`config.mk`:
```
export PLATFORM = sky130hd
export DESIGN_NAME = pixel_replicate_upscale_with_grid_unit
export DESIGN_NICKNAME = d
export VERILOG_FILES = /design/src/hdl/pru_pkg.sv /design/src/hdl/pru_div.sv /design/src/hdl/pixel_replicate_upscale_with_grid_unit.sv
export SDC_FILE = /design/constraint.sdc
export NUM_CORES = 1
export LEC_CHECK = 0
export BUFFER_PORTS_ARGS = -buffer_cell sky130_fd_sc_hd__buf_2
export CAP_MARGIN = 10
export CELL_PAD_IN_SITES_DETAIL_PLACEMENT = 0
export CELL_PAD_IN_SITES_GLOBAL_PLACEMENT = 1
export CORE_ASPECT_RATIO = 0.8
export CORE_MARGIN = 3
export CORE_UTILIZATION = 50
export CTS_CLUSTER_DIAMETER = 150
export DETAILED_ROUTE_END_ITERATION = 8
export GPL_TIMING_DRIVEN = 0
export PLACE_DENSITY_LB_ADDON = 0.1
export SETUP_SLACK_MARGIN = 0.2
export SYNTH_ARGS = -nofsm -noshare
export SYNTH_HDL_FRONTEND = slang
export SYNTH_SLANG_ARGS = --single-unit
export TNS_END_PERCENT = 100
```
`constraint.sdc`:
```
create_clock -name clk_i -period 8.3 [get_ports clk_i]
set_input_delay 1.245 -clock clk_i [delete_from_list [all_inputs] [get_ports clk_i]]
set_output_delay 1.245 -clock clk_i [all_outputs]
set_load 0.03 [all_outputs]
```
`src/hdl/pru_pkg.sv`:
```
// Package for the pixel replicating upscaler with grid overlay.
// Holds the field widths, blend constants, size clamps and the divider request/response types.
// Depends on nothing; every other file of the block imports it.
`default_nettype none

package pru_pkg;

  // Size limits and field widths.
  localparam int unsigned MAX_SRC_DIM = 4096;
  localparam int unsigned MAX_RUN     = 16;
  localparam int unsigned SRC_W       = 13;  // source size registers
  localparam int unsigned CNT_W       = 12;  // source column and row counters
  localparam int unsigned DST_W       = 16;  // destination sizes and coordinates
  localparam int unsigned PIX_W       = 8;
  localparam int unsigned RUN_W       = $clog2(MAX_RUN + 1);
  localparam int unsigned PROD_W      = SRC_W + DST_W;
  localparam int unsigned DIV_CNT_W   = $clog2(DST_W + 1);
  localparam int unsigned CFG_IDX_W   = 2;
  localparam int unsigned CFG_DATA_W  = 16;
  localparam int unsigned OUT_TDATA_W = 56;
  localparam int unsigned OUT_TUSER_W = 3;

  // Grid blend: (p * 156 + 128 * 100) >> 8.
  localparam int unsigned GRID_GREY   = 128;
  localparam int unsigned PIX_WEIGHT  = 156;
  localparam int unsigned GRID_WEIGHT = 100;
  localparam int unsigned BLEND_SHIFT = 8;

  // Request to the shared multiply and divide unit: quot = mul_a * mul_b / divisor.
  typedef struct packed {
    logic             start;
    logic [SRC_W-1:0] mul_a;
    logic [DST_W-1:0] mul_b;
    logic [SRC_W-1:0] divisor;
  } div_req_t;

  // Response: done pulses for one cycle while quot holds the result.
  typedef struct packed {
    logic             done;
    logic [DST_W-1:0] quot;
  } div_rsp_t;

  // Source sizes of zero act as one, sizes above the limit act as the limit.
  function automatic logic [SRC_W-1:0] clamp_src(input logic [SRC_W-1:0] v);
    logic [SRC_W-1:0] r;
    if (v == '0) begin
      r = SRC_W'(1);
    end else if (v > SRC_W'(MAX_SRC_DIM)) begin
      r = SRC_W'(MAX_SRC_DIM);
    end else begin
      r = v;
    end
    return r;
  endfunction

  // Destination sizes of zero act as one.
  function automatic logic [DST_W-1:0] clamp_dst(input logic [DST_W-1:0] v);
    return (v == '0) ? DST_W'(1) : v;
  endfunction

  // Grey value of a grid pixel; the sum stays below 2^16.
  function automatic logic [PIX_W-1:0] grid_blend(input logic [PIX_W-1:0] p);
    logic [15:0] t;
    t = 16'(p) * 16'(PIX_WEIGHT) + 16'(GRID_GREY * GRID_WEIGHT);
    return t[BLEND_SHIFT +: PIX_W];
  endfunction

endpackage

`default_nettype wire

```
`src/hdl/pru_div.sv`:
```
// Shared multiply and restoring divide unit of the upscaler.
// Computes a * b / d with one registered multiply and one quotient bit per cycle.
// Depends on pru_pkg.
`default_nettype none

module pru_div
  import pru_pkg::*;
(
  input  wire logic     clk_i,
  input  wire logic     rst_ni,
  input  wire div_req_t req_i,
  output div_rsp_t      rsp_o
);

  typedef enum logic [1:0] {D_IDLE, D_MUL, D_RUN} div_state_e;

  div_state_e           state_q;
  logic [SRC_W-1:0]     a_q;
  logic [DST_W-1:0]     b_q;
  logic [SRC_W-1:0]     dvs_q;
  logic [SRC_W-1:0]     rem_q;
  logic [DST_W-1:0]     quo_q;
  logic [DIV_CNT_W-1:0] cnt_q;
  logic                 done_q;

  logic [PROD_W-1:0]    prod;
  logic [SRC_W:0]       trial;
  logic [SRC_W:0]       diff;
  logic                 fits;

  // The caller keeps the quotient below 2^DST_W, so the upper product bits
  // already lie below the divisor and only DST_W steps are needed.
  assign prod  = PROD_W'(a_q) * PROD_W'(b_q);
  assign trial = {rem_q, quo_q[DST_W-1]};
  assign diff  = trial - {1'b0, dvs_q};
  assign fits  = trial >= {1'b0, dvs_q};

  // Sequencer: take the operands, multiply, then shift in one quotient bit a cycle.
  always_ff @(posedge clk_i or negedge rst_ni) begin
    if (!rst_ni) begin
      state_q <= D_IDLE;
      a_q     <= '0;
      b_q     <= '0;
      dvs_q   <= SRC_W'(1);
      rem_q   <= '0;
      quo_q   <= '0;
      cnt_q   <= '0;
      done_q  <= 1'b0;
    end else begin
      done_q <= 1'b0;
      unique case (state_q)
        D_IDLE: begin
          if (req_i.start) begin
            a_q     <= req_i.mul_a;
            b_q     <= req_i.mul_b;
            dvs_q   <= req_i.divisor;
            state_q <= D_MUL;
          end
        end
        D_MUL: begin
          rem_q   <= prod[PROD_W-1:DST_W];
          quo_q   <= prod[DST_W-1:0];
          cnt_q   <= DIV_CNT_W'(DST_W);
          state_q <= D_RUN;
        end
        D_RUN: begin
          rem_q <= fits ? diff[SRC_W-1:0] : trial[SRC_W-1:0];
          quo_q <= {quo_q[DST_W-2:0], fits};
          cnt_q <= cnt_q - DIV_CNT_W'(1);
          if (cnt_q == DIV_CNT_W'(1)) begin
            done_q  <= 1'b1;
            state_q <= D_IDLE;
          end
        end
        default: state_q <= D_IDLE;
      endcase
    end
  end

  assign rsp_o.done = done_q;
  assign rsp_o.quot = quo_q;

endmodule

`default_nettype wire

```
`src/hdl/pixel_replicate_upscale_with_grid_unit.sv`:
```
// Top level of the pixel replicating upscaler with grid overlay.
// Instantiates pru_div as its one shared multiply and divide unit; depends on pru_pkg.
//
// Use of the block:
//   The slave stream takes one 8-bit grey source pixel per word, row-major. The
//   feeder replays source row next_src_row once for every destination row it
//   covers; every result word reports which source row must come next.
//   The master stream returns, for each source pixel, its run of destination
//   pixels (at most 16), with coordinates, a grid flag and row and frame ends.
//   The last column of every run and the last row of every row span are grid
//   pixels and carry the blended grey value.
//   The configuration channel writes the four size registers; it is always
//   ready and is to be used only while the block is idle.
//   Two divisions by the shared divider (16 quotient bits, one a cycle) set
//   the run ends of each pixel, then the run leaves at one word a cycle while
//   the receiver is ready. Each change of source row adds one more division,
//   and each source row that covers no destination row one more again. Only
//   one pixel is in work at a time; s_axis_tready is low from acceptance to
//   the last result word. If the receiver stalls, the current result word is
//   held until taken.
//   After reset all counters are zero and the sizes read 540 x 960 to
//   540 x 960; the row span is worked out with the first pixel.
`default_nettype none

module pixel_replicate_upscale_with_grid_unit
  import pru_pkg::*;
(
  input  wire logic                   clk_i,
  input  wire logic                   rst_ni,
  // Configuration write channel.
  input  wire logic                   cfg_valid_i,
  output logic                        cfg_ready_o,
  input  wire logic [CFG_IDX_W-1:0]   cfg_index_i,
  input  wire logic [CFG_DATA_W-1:0]  cfg_data_i,
  // Source pixel stream.
  input  wire logic                   s_axis_tvalid,
  output logic                        s_axis_tready,
  input  wire logic [PIX_W-1:0]       s_axis_tdata,   // [7:0] pixel
  // Destination pixel stream.
  output logic                        m_axis_tvalid,
  input  wire logic                   m_axis_tready,
  // [7:0] out_pixel, [23:8] dst_x, [39:24] dst_y, [51:40] next_src_row, [55:52] zero
  output logic [OUT_TDATA_W-1:0]      m_axis_tdata,
  output logic                        m_axis_tlast,   // last_of_run
  // [0] is_grid, [1] end_of_row, [2] end_of_frame
  output logic [OUT_TUSER_W-1:0]      m_axis_tuser
);

  typedef enum logic [CFG_IDX_W-1:0] {
    CFG_SRC_WIDTH,
    CFG_SRC_HEIGHT,
    CFG_DST_WIDTH,
    CFG_DST_HEIGHT
  } cfg_reg_e;

  typedef enum logic [3:0] {
    S_IDLE,
    S_ROW_DIV,
    S_ROW_WAIT,
    S_COL0,
    S_COL0_WAIT,
    S_COL1,
    S_COL1_WAIT,
    S_ADVANCE,
    S_EMIT_PREP,
    S_EMIT
  } state_e;

  // Configuration registers.
  logic [SRC_W-1:0] src_width_q, src_height_q;
  logic [DST_W-1:0] dst_width_q, dst_height_q;

  // Sequencer state and counters.
  state_e           state_q;
  logic [CNT_W-1:0] src_col_q, src_row_q;
  logic [DST_W-1:0] dst_row_q, dst_row_end_q, dst_col_start_q, dx_end_q, row_q;
  logic [PIX_W-1:0] pix_q;
  logic             restart_q, ret_emit_q;
  logic             grid_row_q, last_col_q, last_frame_row_q;
  logic [RUN_W-1:0] n_q, k_q;

  // Derived values.
  logic [SRC_W-1:0] sw, sh;
  logic [DST_W-1:0] dw, dh;
  logic [SRC_W-1:0] src_col_inc, src_row_inc;
  logic [DST_W:0]   dst_row_inc;
  logic             row_bad, need_settle, end_low, row_has_next, last_col;
  logic [DST_W-1:0] run_len;
  logic [RUN_W-1:0] k_inc;
  logic             last, grid;
  logic [DST_W-1:0] col;
  logic [PIX_W-1:0] out_pix;

  div_req_t div_req;
  div_rsp_t div_rsp;

  // Configuration writes; the channel never stalls.
  assign cfg_ready_o = 1'b1;

  always_ff @(posedge clk_i or negedge rst_ni) begin
    if (!rst_ni) begin
      src_width_q  <= SRC_W'(540);
      src_height_q <= SRC_W'(960);
      dst_width_q  <= DST_W'(540);
      dst_height_q <= DST_W'(960);
    end else if (cfg_valid_i) begin
      unique case (cfg_reg_e'(cfg_index_i))
        CFG_SRC_WIDTH:  src_width_q  <= cfg_data_i[SRC_W-1:0];
        CFG_SRC_HEIGHT: src_height_q <= cfg_data_i[SRC_W-1:0];
        CFG_DST_WIDTH:  dst_width_q  <= cfg_data_i[DST_W-1:0];
        CFG_DST_HEIGHT: dst_height_q <= cfg_data_i[DST_W-1:0];
        default: ;
      endcase
    end
  end

  // Effective sizes and counter comparisons.
  assign sw = clamp_src(src_width_q);
  assign sh = clamp_src(src_height_q);
  assign dw = clamp_dst(dst_width_q);
  assign dh = clamp_dst(dst_height_q);

  assign src_col_inc  = {1'b0, src_col_q} + SRC_W'(1);
  assign src_row_inc  = {1'b0, src_row_q} + SRC_W'(1);
  assign dst_row_inc  = {1'b0, dst_row_q} + (DST_W+1)'(1);
  assign row_bad      = {1'b0, src_row_q} >= sh;
  assign need_settle  = row_bad || (dst_row_end_q <= dst_row_q);
  assign end_low      = div_rsp.quot <= dst_row_q;
  assign row_has_next = src_row_inc < sh;
  assign last_col     = src_col_inc == sw;
  assign run_len      = dx_end_q - dst_col_start_q;

  // Operands for the shared divider, chosen by the sequencer state.
  always_comb begin
    div_req.start   = 1'b0;
    div_req.mul_a   = src_row_inc;
    div_req.mul_b   = dh;
    div_req.divisor = sh;
    unique case (state_q)
      S_ROW_DIV: begin
        div_req.start = 1'b1;
      end
      S_COL0: begin
        div_req.start   = 1'b1;
        div_req.mul_a   = {1'b0, src_col_q};
        div_req.mul_b   = dw;
        div_req.divisor = sw;
      end
      S_COL1: begin
        div_req.start   = 1'b1;
        div_req.mul_a   = src_col_inc;
        div_req.mul_b   = dw;
        div_req.divisor = sw;
      end
      default: ;
    endcase
  end

  pru_div u_div (
    .clk_i  (clk_i),
    .rst_ni (rst_ni),
    .req_i  (div_req),
    .rsp_o  (div_rsp)
  );

  // Main sequencer: settle the row span, find the run, advance, then emit.
  always_ff @(posedge clk_i or negedge rst_ni) begin
    if (!rst_ni) begin
      state_q          <= S_IDLE;
      src_col_q        <= '0;
      src_row_q        <= '0;
      dst_row_q        <= '0;
      dst_row_end_q    <= '0;
      dst_col_start_q  <= '0;
      dx_end_q         <= '0;
      row_q            <= '0;
      pix_q            <= '0;
      restart_q        <= 1'b0;
      ret_emit_q       <= 1'b0;
      grid_row_q       <= 1'b0;
      last_col_q       <= 1'b0;
      last_frame_row_q <= 1'b0;
      n_q              <= '0;
      k_q              <= '0;
    end else begin
      unique case (state_q)
        S_IDLE: begin
          if (s_axis_tvalid) begin
            pix_q <= s_axis_tdata;
            if ({1'b0, src_col_q} >= sw) begin
              src_col_q <= '0;
            end
            if (row_bad) begin
              src_row_q <= '0;
              dst_row_q <= '0;
            end
            restart_q  <= 1'b0;
            ret_emit_q <= 1'b0;
            state_q    <= need_settle ? S_ROW_DIV : S_COL0;
          end
        end
        S_ROW_DIV: begin
          state_q <= S_ROW_WAIT;
        end
        // Skip source rows that cover no destination row; restart the frame
        // once if none is left.
        S_ROW_WAIT: begin
          if (div_rsp.done) begin
            if (end_low && row_has_next) begin
              src_row_q <= src_row_inc[CNT_W-1:0];
              state_q   <= S_ROW_DIV;
            end else if (end_low && !restart_q) begin
              src_row_q <= '0;
              dst_row_q <= '0;
              restart_q <= 1'b1;
              state_q   <= S_ROW_DIV;
            end else begin
              dst_row_end_q <= div_rsp.quot;
              state_q       <= ret_emit_q ? S_EMIT_PREP : S_COL0;
            end
          end
        end
        S_COL0: begin
          state_q <= S_COL0_WAIT;
        end
        S_COL0_WAIT: begin
          if (div_rsp.done) begin
            dst_col_start_q <= div_rsp.quot;
            state_q         <= S_COL1;
          end
        end
        S_COL1: begin
          state_q <= S_COL1_WAIT;
        end
        S_COL1_WAIT: begin
          if (div_rsp.done) begin
            dx_end_q <= div_rsp.quot;
            state_q  <= S_ADVANCE;
          end
        end
        // Capture the run's flags, then step the source and destination counters.
        S_ADVANCE: begin
          n_q              <= (run_len > DST_W'(MAX_RUN)) ? RUN_W'(MAX_RUN)
                                                          : run_len[RUN_W-1:0];
          row_q            <= dst_row_q;
          grid_row_q       <= dst_row_inc == {1'b0, dst_row_end_q};
          last_col_q       <= last_col;
          last_frame_row_q <= (dst_row_inc == {1'b0, dst_row_end_q}) && (src_row_inc == sh);
          if (last_col) begin
            src_col_q <= '0;
            if (dst_row_inc >= {1'b0, dst_row_end_q}) begin
              if (src_row_inc >= sh) begin
                src_row_q <= '0;
                dst_row_q <= '0;
              end else begin
                src_row_q <= src_row_inc[CNT_W-1:0];
                dst_row_q <= dst_row_inc[DST_W-1:0];
              end
              restart_q  <= 1'b0;
              ret_emit_q <= 1'b1;
              state_q    <= S_ROW_DIV;
            end else begin
              dst_row_q <= dst_row_inc[DST_W-1:0];
              state_q   <= S_EMIT_PREP;
            end
          end else begin
            src_col_q <= src_col_inc[CNT_W-1:0];
            state_q   <= S_EMIT_PREP;
          end
        end
        S_EMIT_PREP: begin
          k_q     <= '0;
          state_q <= (n_q == '0) ? S_IDLE : S_EMIT;
        end
        S_EMIT: begin
          if (m_axis_tready) begin
            if (last) begin
              state_q <= S_IDLE;
            end else begin
              k_q <= k_inc;
            end
          end
        end
        default: state_q <= S_IDLE;
      endcase
    end
  end

  // Result word of step k: the last step of a run jumps to the run's grid column.
  assign k_inc   = k_q + RUN_W'(1);
  assign last    = k_inc == n_q;
  assign col     = last ? (dx_end_q - DST_W'(1)) : (dst_col_start_q + DST_W'(k_q));
  assign grid    = grid_row_q || last;
  assign out_pix = grid ? grid_blend(pix_q) : pix_q;

  assign s_axis_tready = (state_q == S_IDLE);
  assign m_axis_tvalid = (state_q == S_EMIT);
  assign m_axis_tdata  = {4'b0000, src_row_q, row_q, col, out_pix};
  assign m_axis_tlast  = last;
  assign m_axis_tuser  = {last && last_col_q && last_frame_row_q, last && last_col_q, grid};

  // Checks on the sequencer.
  a_one_side: assert property (@(posedge clk_i) disable iff (!rst_ni)
    !(s_axis_tready && m_axis_tvalid))
    else $error("input taken while results are pending");

  a_step_in_run: assert property (@(posedge clk_i) disable iff (!rst_ni)
    m_axis_tvalid |-> (k_q < n_q))
    else $error("run step beyond run length");

  a_row_span: assert property (@(posedge clk_i) disable iff (!rst_ni)
    m_axis_tvalid |-> (dst_row_q < dst_row_end_q))
    else $error("destination row outside its row span");

  a_run_ends: assert property (@(posedge clk_i) disable iff (!rst_ni)
    (m_axis_tvalid && m_axis_tready && m_axis_tlast) |=> s_axis_tready)
    else $error("block not idle after last word of a run");

  a_div_awaited: assert property (@(posedge clk_i) disable iff (!rst_ni)
    div_rsp.done |-> ((state_q == S_ROW_WAIT) || (state_q == S_COL0_WAIT) ||
                      (state_q == S_COL1_WAIT)))
    else $error("divider result arrived unawaited");

endmodule

`default_nettype wire

```
=== Word level (Yosys, flattened, before mapping) ===
Cells that the tools add are included.

* Bits in registers: 268
* Bits in latches: 0
* RAM bits: 0
* Bits in read-only memories: 0
* Input port bits: 31
* Output and inout bits: 63
* Logic and storage cells: 195
* Memories kept: 0

* $add $sub $neg: 10
* $mul: 2
* Div/mod/pow operators: 0
* Order comparisons: 11
* Equality and inequality tests: 35
* Shifts and indexed selects: 0
* Muxes and demuxes: 69
* Bitwise gates (word level): 2
* Reductions and logical operators: 38

{| class="wikitable"
|+ Operators by type and width
! cell !! count
|-
| $mux W16 || 11
|-
| $mux W12 || 11
|-
| $pmux W42 S2 || 1
|-
| $mux W13 || 5
|-
| $mux W4 || 12
|-
| $pmux W16 S3 || 1
|-
| $pmux W4 S10 || 1
|-
| $pmux W12 S3 || 1
|-
| $le A16 B16 Y1 || 2
|-
| $logic_not A16 Y1 || 2
|-
| $pmux W16 S2 || 1
|-
| $mul A13 B16 Y29 || 1
|-
| $add A12 B1 Y13 const B || 2
|-
| $eq A13 B13 Y1 || 2
|-
| $ge A12 B13 Y1 || 2
|-
| $gt A13 B13 Y1 const B || 2
|-
| $logic_not A13 Y1 || 2
|-
| $pmux W13 S2 || 1
|-
| $pmux W12 S2 || 1
|-
| $reduce_and A7 Y1 || 3
|-
| $pmux W5 S2 || 2
|-
| $reduce_and A2 Y1 || 9
|-
| $add A16 B1 Y17 const B || 1
|-
| $eq A17 B16 Y1 || 1
|-
| 44 further kinds || 90
|}

=== Logic depth before layout (Yosys ltp) ===
* Depth in word-level cells: 8
* Mapped depth: 22
* Mapped depth without buffers: 20

=== Hierarchy ===
Synthesis repeated with hierarchy kept, for this count alone.

* Cell total of the unflattened synthesis: 2736
* Area total of the unflattened synthesis: 25125.3 µm²

{| class="wikitable"
|+ By module, submodules not included
! module !! instances !! cells each !! area each (µm²) !! seq. area each (µm²)
|-
| pixel_replicate_upscale_with_grid_unit || 1 || 1526 || 14176.1 || 4749.6
|-
| pru_div || 1 || 1210 || 10949.3 || 1978.1
|}

=== Least setup slack after synthesis ===
No wires, ideal clock.

* Path kind: register to register
* Start point: register u_div.a_q[6]
* End point: register u_div.rem_q[12]
* Setup time: 0.126 ns
* Data arrival time: 6.020 ns
* Data required time: 8.174 ns
* Path slack: 2.154 ns
* Cell stages (with the launch flop): 21
* Path buffers: 2
* Clock period less this slack: 6.146 ns
* Cell sequence: dfrtp_1 -> clkbuf_1 -> clkbuf_1 -> nand2_1 -> fa_1 -> inv_1 -> fa_1 -> fa_1 -> fa_1 -> inv_1 -> fa_1 -> inv_1 -> ha_1 -> a21o_1 -> a221o_1 -> a211oi_1 -> o31ai_1 -> and4_1 -> a2111oi_1 -> a31oi_1 -> a221o_1

* Word-level cells in the longest chain between the ends: 2

{| class="wikitable"
|+ RTL lines
! element !! RTL line !! text
|-
| start: declaration || pru_div.sv:18 || <nowiki>logic [SRC_W-1:0] a_q;</nowiki>
|-
| start signal: assignment || pru_div.sv:54 || <nowiki>a_q <= req_i.mul_a;</nowiki>
|-
| $mul A13 B16 Y29 || pru_div.sv:33 || <nowiki>assign prod = PROD_W'(a_q) * PROD_W'(b_q);</nowiki>
|-
| $pmux W13 S2 || pru_div.sv:51 || <nowiki>unique case (state_q)</nowiki>
|-
| end signal: assignment || pru_div.sv:61 || <nowiki>rem_q <= prod[PROD_W-1:DST_W];</nowiki>
|-
| end signal: assignment || pru_div.sv:67 || <nowiki>rem_q <= fits ? diff[SRC_W-1:0] : trial[SRC_W-1:0];</nowiki>
|-
| end: declaration || pru_div.sv:21 || <nowiki>logic [SRC_W-1:0] rem_q;</nowiki>
|}

Every way passes these cells.
A chain may end at the register's enable or synchronous reset.

=== Worst setup path after layout ===
Same ends and word-level chain as after synthesis.

==> flow_summary.yaml <==
run_status:
  status: "finished, final reports clean"
sta:
  max_clock_freq_mhz: 130
  post-route-period-util_pct: 92.6
  final-max-slew-violation-count: 0
  final.min_clock_period_ns: 7.68
  setup_viol: 0
  worst_slew_pin_slew_ns: 1.13
  skew_ns: 0.0174
  rsz0062_at_grt: "no"
  relSlewSlack_pct: 23.6
  hold_violations: 0
  setup_tns_ns: 0
worst_setup_path:
  worstReg2RegStart: "u_div.a_q[6]"
  crit_required_ns: 8.76
  worst_path_largest_cell_delay_ns: 0.80
  crit_family: "adder cells"
  cp_max_fo: 10
  cp_data_arrival_time_ns: 8.14
  cp-start-kind: "register"
  path_class: "register to register"
  path_buf_inv: 5
  critPathSlowestCell: "a2111oi_1"
  cp-startpoint: "u_div.a_q[6]"
  path_cells: "clkbuf_1 > clkbuf_1 > nand2_1 > fa_1 > inv_1 > fa_1 > fa_1 > fa_1 > inv_1 > fa_1 > inv_1 > ha_1 > a21o_1 > a221o_1 > a211oi_1 > o31ai_1 > and4_1 > a2111oi_1 > a31oi_1 > a221o_1"
  endpoint_kind: "register"
  crit_top_cell: "fa_1"
layout:
  area_growth_pct: 9.86
  finalNetCount: 3344
  fin_util_pct: 56.0
  fillers: 4510
  drive_above_1_share_pct: 10.3
placed_design:
  post-dp-hpwl_um: 57800
  port_buffers: 88
  gp_congestion: 0.946
yosys:
  syn_avg_cell_area_um2: 8.89
  synth_top_cells_by_count: "inv_1 (351), nand2_1 (321), dfrtp_1 (251)"
  yosysSeqAreaShare_pct: 27.1
  async_reset_ff_share_pct: 100
  yosysMostFrequentCell: "inv_1"
  synth_flop_cell: "dfrtp_1"
  ys_ff_latch: 268
  syn_area_um2: 24900
  yosysWarningCount: 0
  synth_enable_flop_cells: 0
  synthDistinctLibCells: 84
  yosysTopAreaCell: "dfrtp_1"
  synth_area_leaders: "dfrtp_1 (25%), fa_1 (13%), ha_1 (11%)"
  synth_top_area_share_pct: 25.3
  syn_inst: 2797
floorplan:
  rows: 72
  die_width_um: 255
  io_pins: 94
  start_util_pct: 51.0
  die-area_um2: 52500
  core-area_um2: 48700
  dieHeight_um: 205
drt:
  vias: 20700
  first_pass_iters: 5
  drt_wl_total_um: 72800
  routed_via_density: 5.72
  wl_per_cell_um: 20.2
  ant_nets: 0
  drcViolationCount: 0
  drt_iter0_markers: 1427
clock_network:
  cts.htree.levels: 1
  cts_resized: 0
  cts_buffers: 31
  cts.path.max_buffers: 3
  clkSinkCount: 268
  cts_tree: "yes"
  clk_pin_slew_worst_paths_ns: 0.06
  clk-insertion-delay-late_ns: 0.59
  cts_root_buf: "clkbuf_16"
  postCtsSetupBuffers: 0
  ctsHoldBuffers: 0
hold_path:
  hp-start: "row_q[0]"
  min_path_type: "register to register"
global_routing:
  grt_usage_pct: 27.8
  grt-ovfl-total: 0
  grt_max_degree: 116
  grt_pass1_vias: 20500
  antenna_found_initial: 2
  grt_pass1_wl_um: 116000
flow_run:
  cap_viol_max_count: 0
[layout by cell type, fill, tap and decap left out, types with 29 or more instances in the layout]
| master | n |
|---|---|
| a21o_1 | 29 |
| a21oi_1 | 119 |
| a31oi_1 | 48 |
| and2_1 | 102 |
| buf_2 | 96 |
| clkbuf_1 | 105 |
| clkbuf_16 | 31 |
| dfrtp_1 | 251 |
| fa_1 | 167 |
| ha_1 | 223 |
| inv_1 | 351 |
| mux2_2 | 107 |
| nand2_1 | 321 |
| nand2b_1 | 32 |
| nand3_1 | 67 |
| nor2_1 | 171 |
| nor3_1 | 43 |
| o21ai_0 | 136 |
| xnor2_1 | 78 |
| xor2_1 | 32 |
[state kept, by name (all words and copies together), names as in the netlist, 2 cells and up]
signal,flops
u_div.rem_q,13
u_div.state_q,2
src_height_q,13
dst_row_q,16
src_row_q,12
dst_row_end_q,16
pix_q,8
k_q,5
dst_col_start_q,16
state_q,4
u_div.quo_q,16
u_div.a_q,13
src_width_q,13
u_div.b_q,16
row_q,16
dx_end_q,16
u_div.dvs_q,13
dst_height_q,16
dst_width_q,16
u_div.cnt_q,5
n_q,5
src_col_q,12
[final timing paths]
kind,slack (ns),depth (start not counted),to
max,0.62,20,u_div.rem_q[12]
min,0.48,2,row_q[0]
max reg2reg,0.62,20,u_div.rem_q[12]
min reg2reg,0.48,2,row_q[0]
max in group asynchronous,6.67,2,src_width_q[11]
min in group asynchronous,0.61,1,u_div.quo_q[11]
[through the flow]
stage | worst slack [ns] | instance area (um2) | cells | hold slack, ns
after floorplan | 2.15 | 24900 | 2800 | 0.442
after global placement | 0.774 | 26200 | 3554 | 0.459
after detailed placement | 0.702 | 26200 | 3556 | 0.467
after CTS | 0.677 | 27300 | 3614 | 0.484
after global routing | 0.385 | 27300 | 3614 | 0.507
final | 0.616 | 27300 | 3615 | 0.478
[worst register-to-register path, cell delays in order, from the launching register on]
cell and delay, ns:
dfrtp_1 0.32, clkbuf_1 0.51, clkbuf_1 0.56, nand2_1 0.17, fa_1 0.55, inv_1 0.05, fa_1 0.53, fa_1 0.45
fa_1 0.55, inv_1 0.06, fa_1 0.56, inv_1 0.05, ha_1 0.34, a21o_1 0.21, a221o_1 0.41, a211oi_1 0.48
o31ai_1 0.20, and4_1 0.24, a2111oi_1 0.80, a31oi_1 0.17, a221o_1 0.35
[per-layer routing]
metal	vias to the layer above	wire [um]	global-route usage (%)	share of wire, %
li1	9734	-	-	-
met1	10300	35600	42.2	49
met2	588	31700	43.0	44
met3	85	4390	3.61	6.0
met4	0	1150	4.71	1.6
met5	-	0	0	0
[cells by family after synthesis]
logic type               share of synthesized area, %
flip-flops                                       27.1
AND/OR/NAND/NOR                                  17.8
AO/OA/AOI/OAI                                    13.1
buffers and inverters                            7.37
XOR/XNOR                                         4.03
multiplexers                                     5.97
adder cells (fa/ha/maj)                          24.7
other                                          0.0302
[final cells by class]
class                   count  area, um2  area share (%)
diodes                      1       2.50         0.00916
plain buffers             124        507            1.86
clock buffers              43        871            3.19
clock inverters            15        215           0.788
inverters                 353       1330            4.85
multi-input cells        2055      16300            59.8
flip-flops and latches    268       6730            24.6
well taps                 666        833            3.05
repair buffers             90        505            1.85
Power is not shown: default switching activity piles up to over one toggle a cycle in this logic, so the estimate is an artifact.
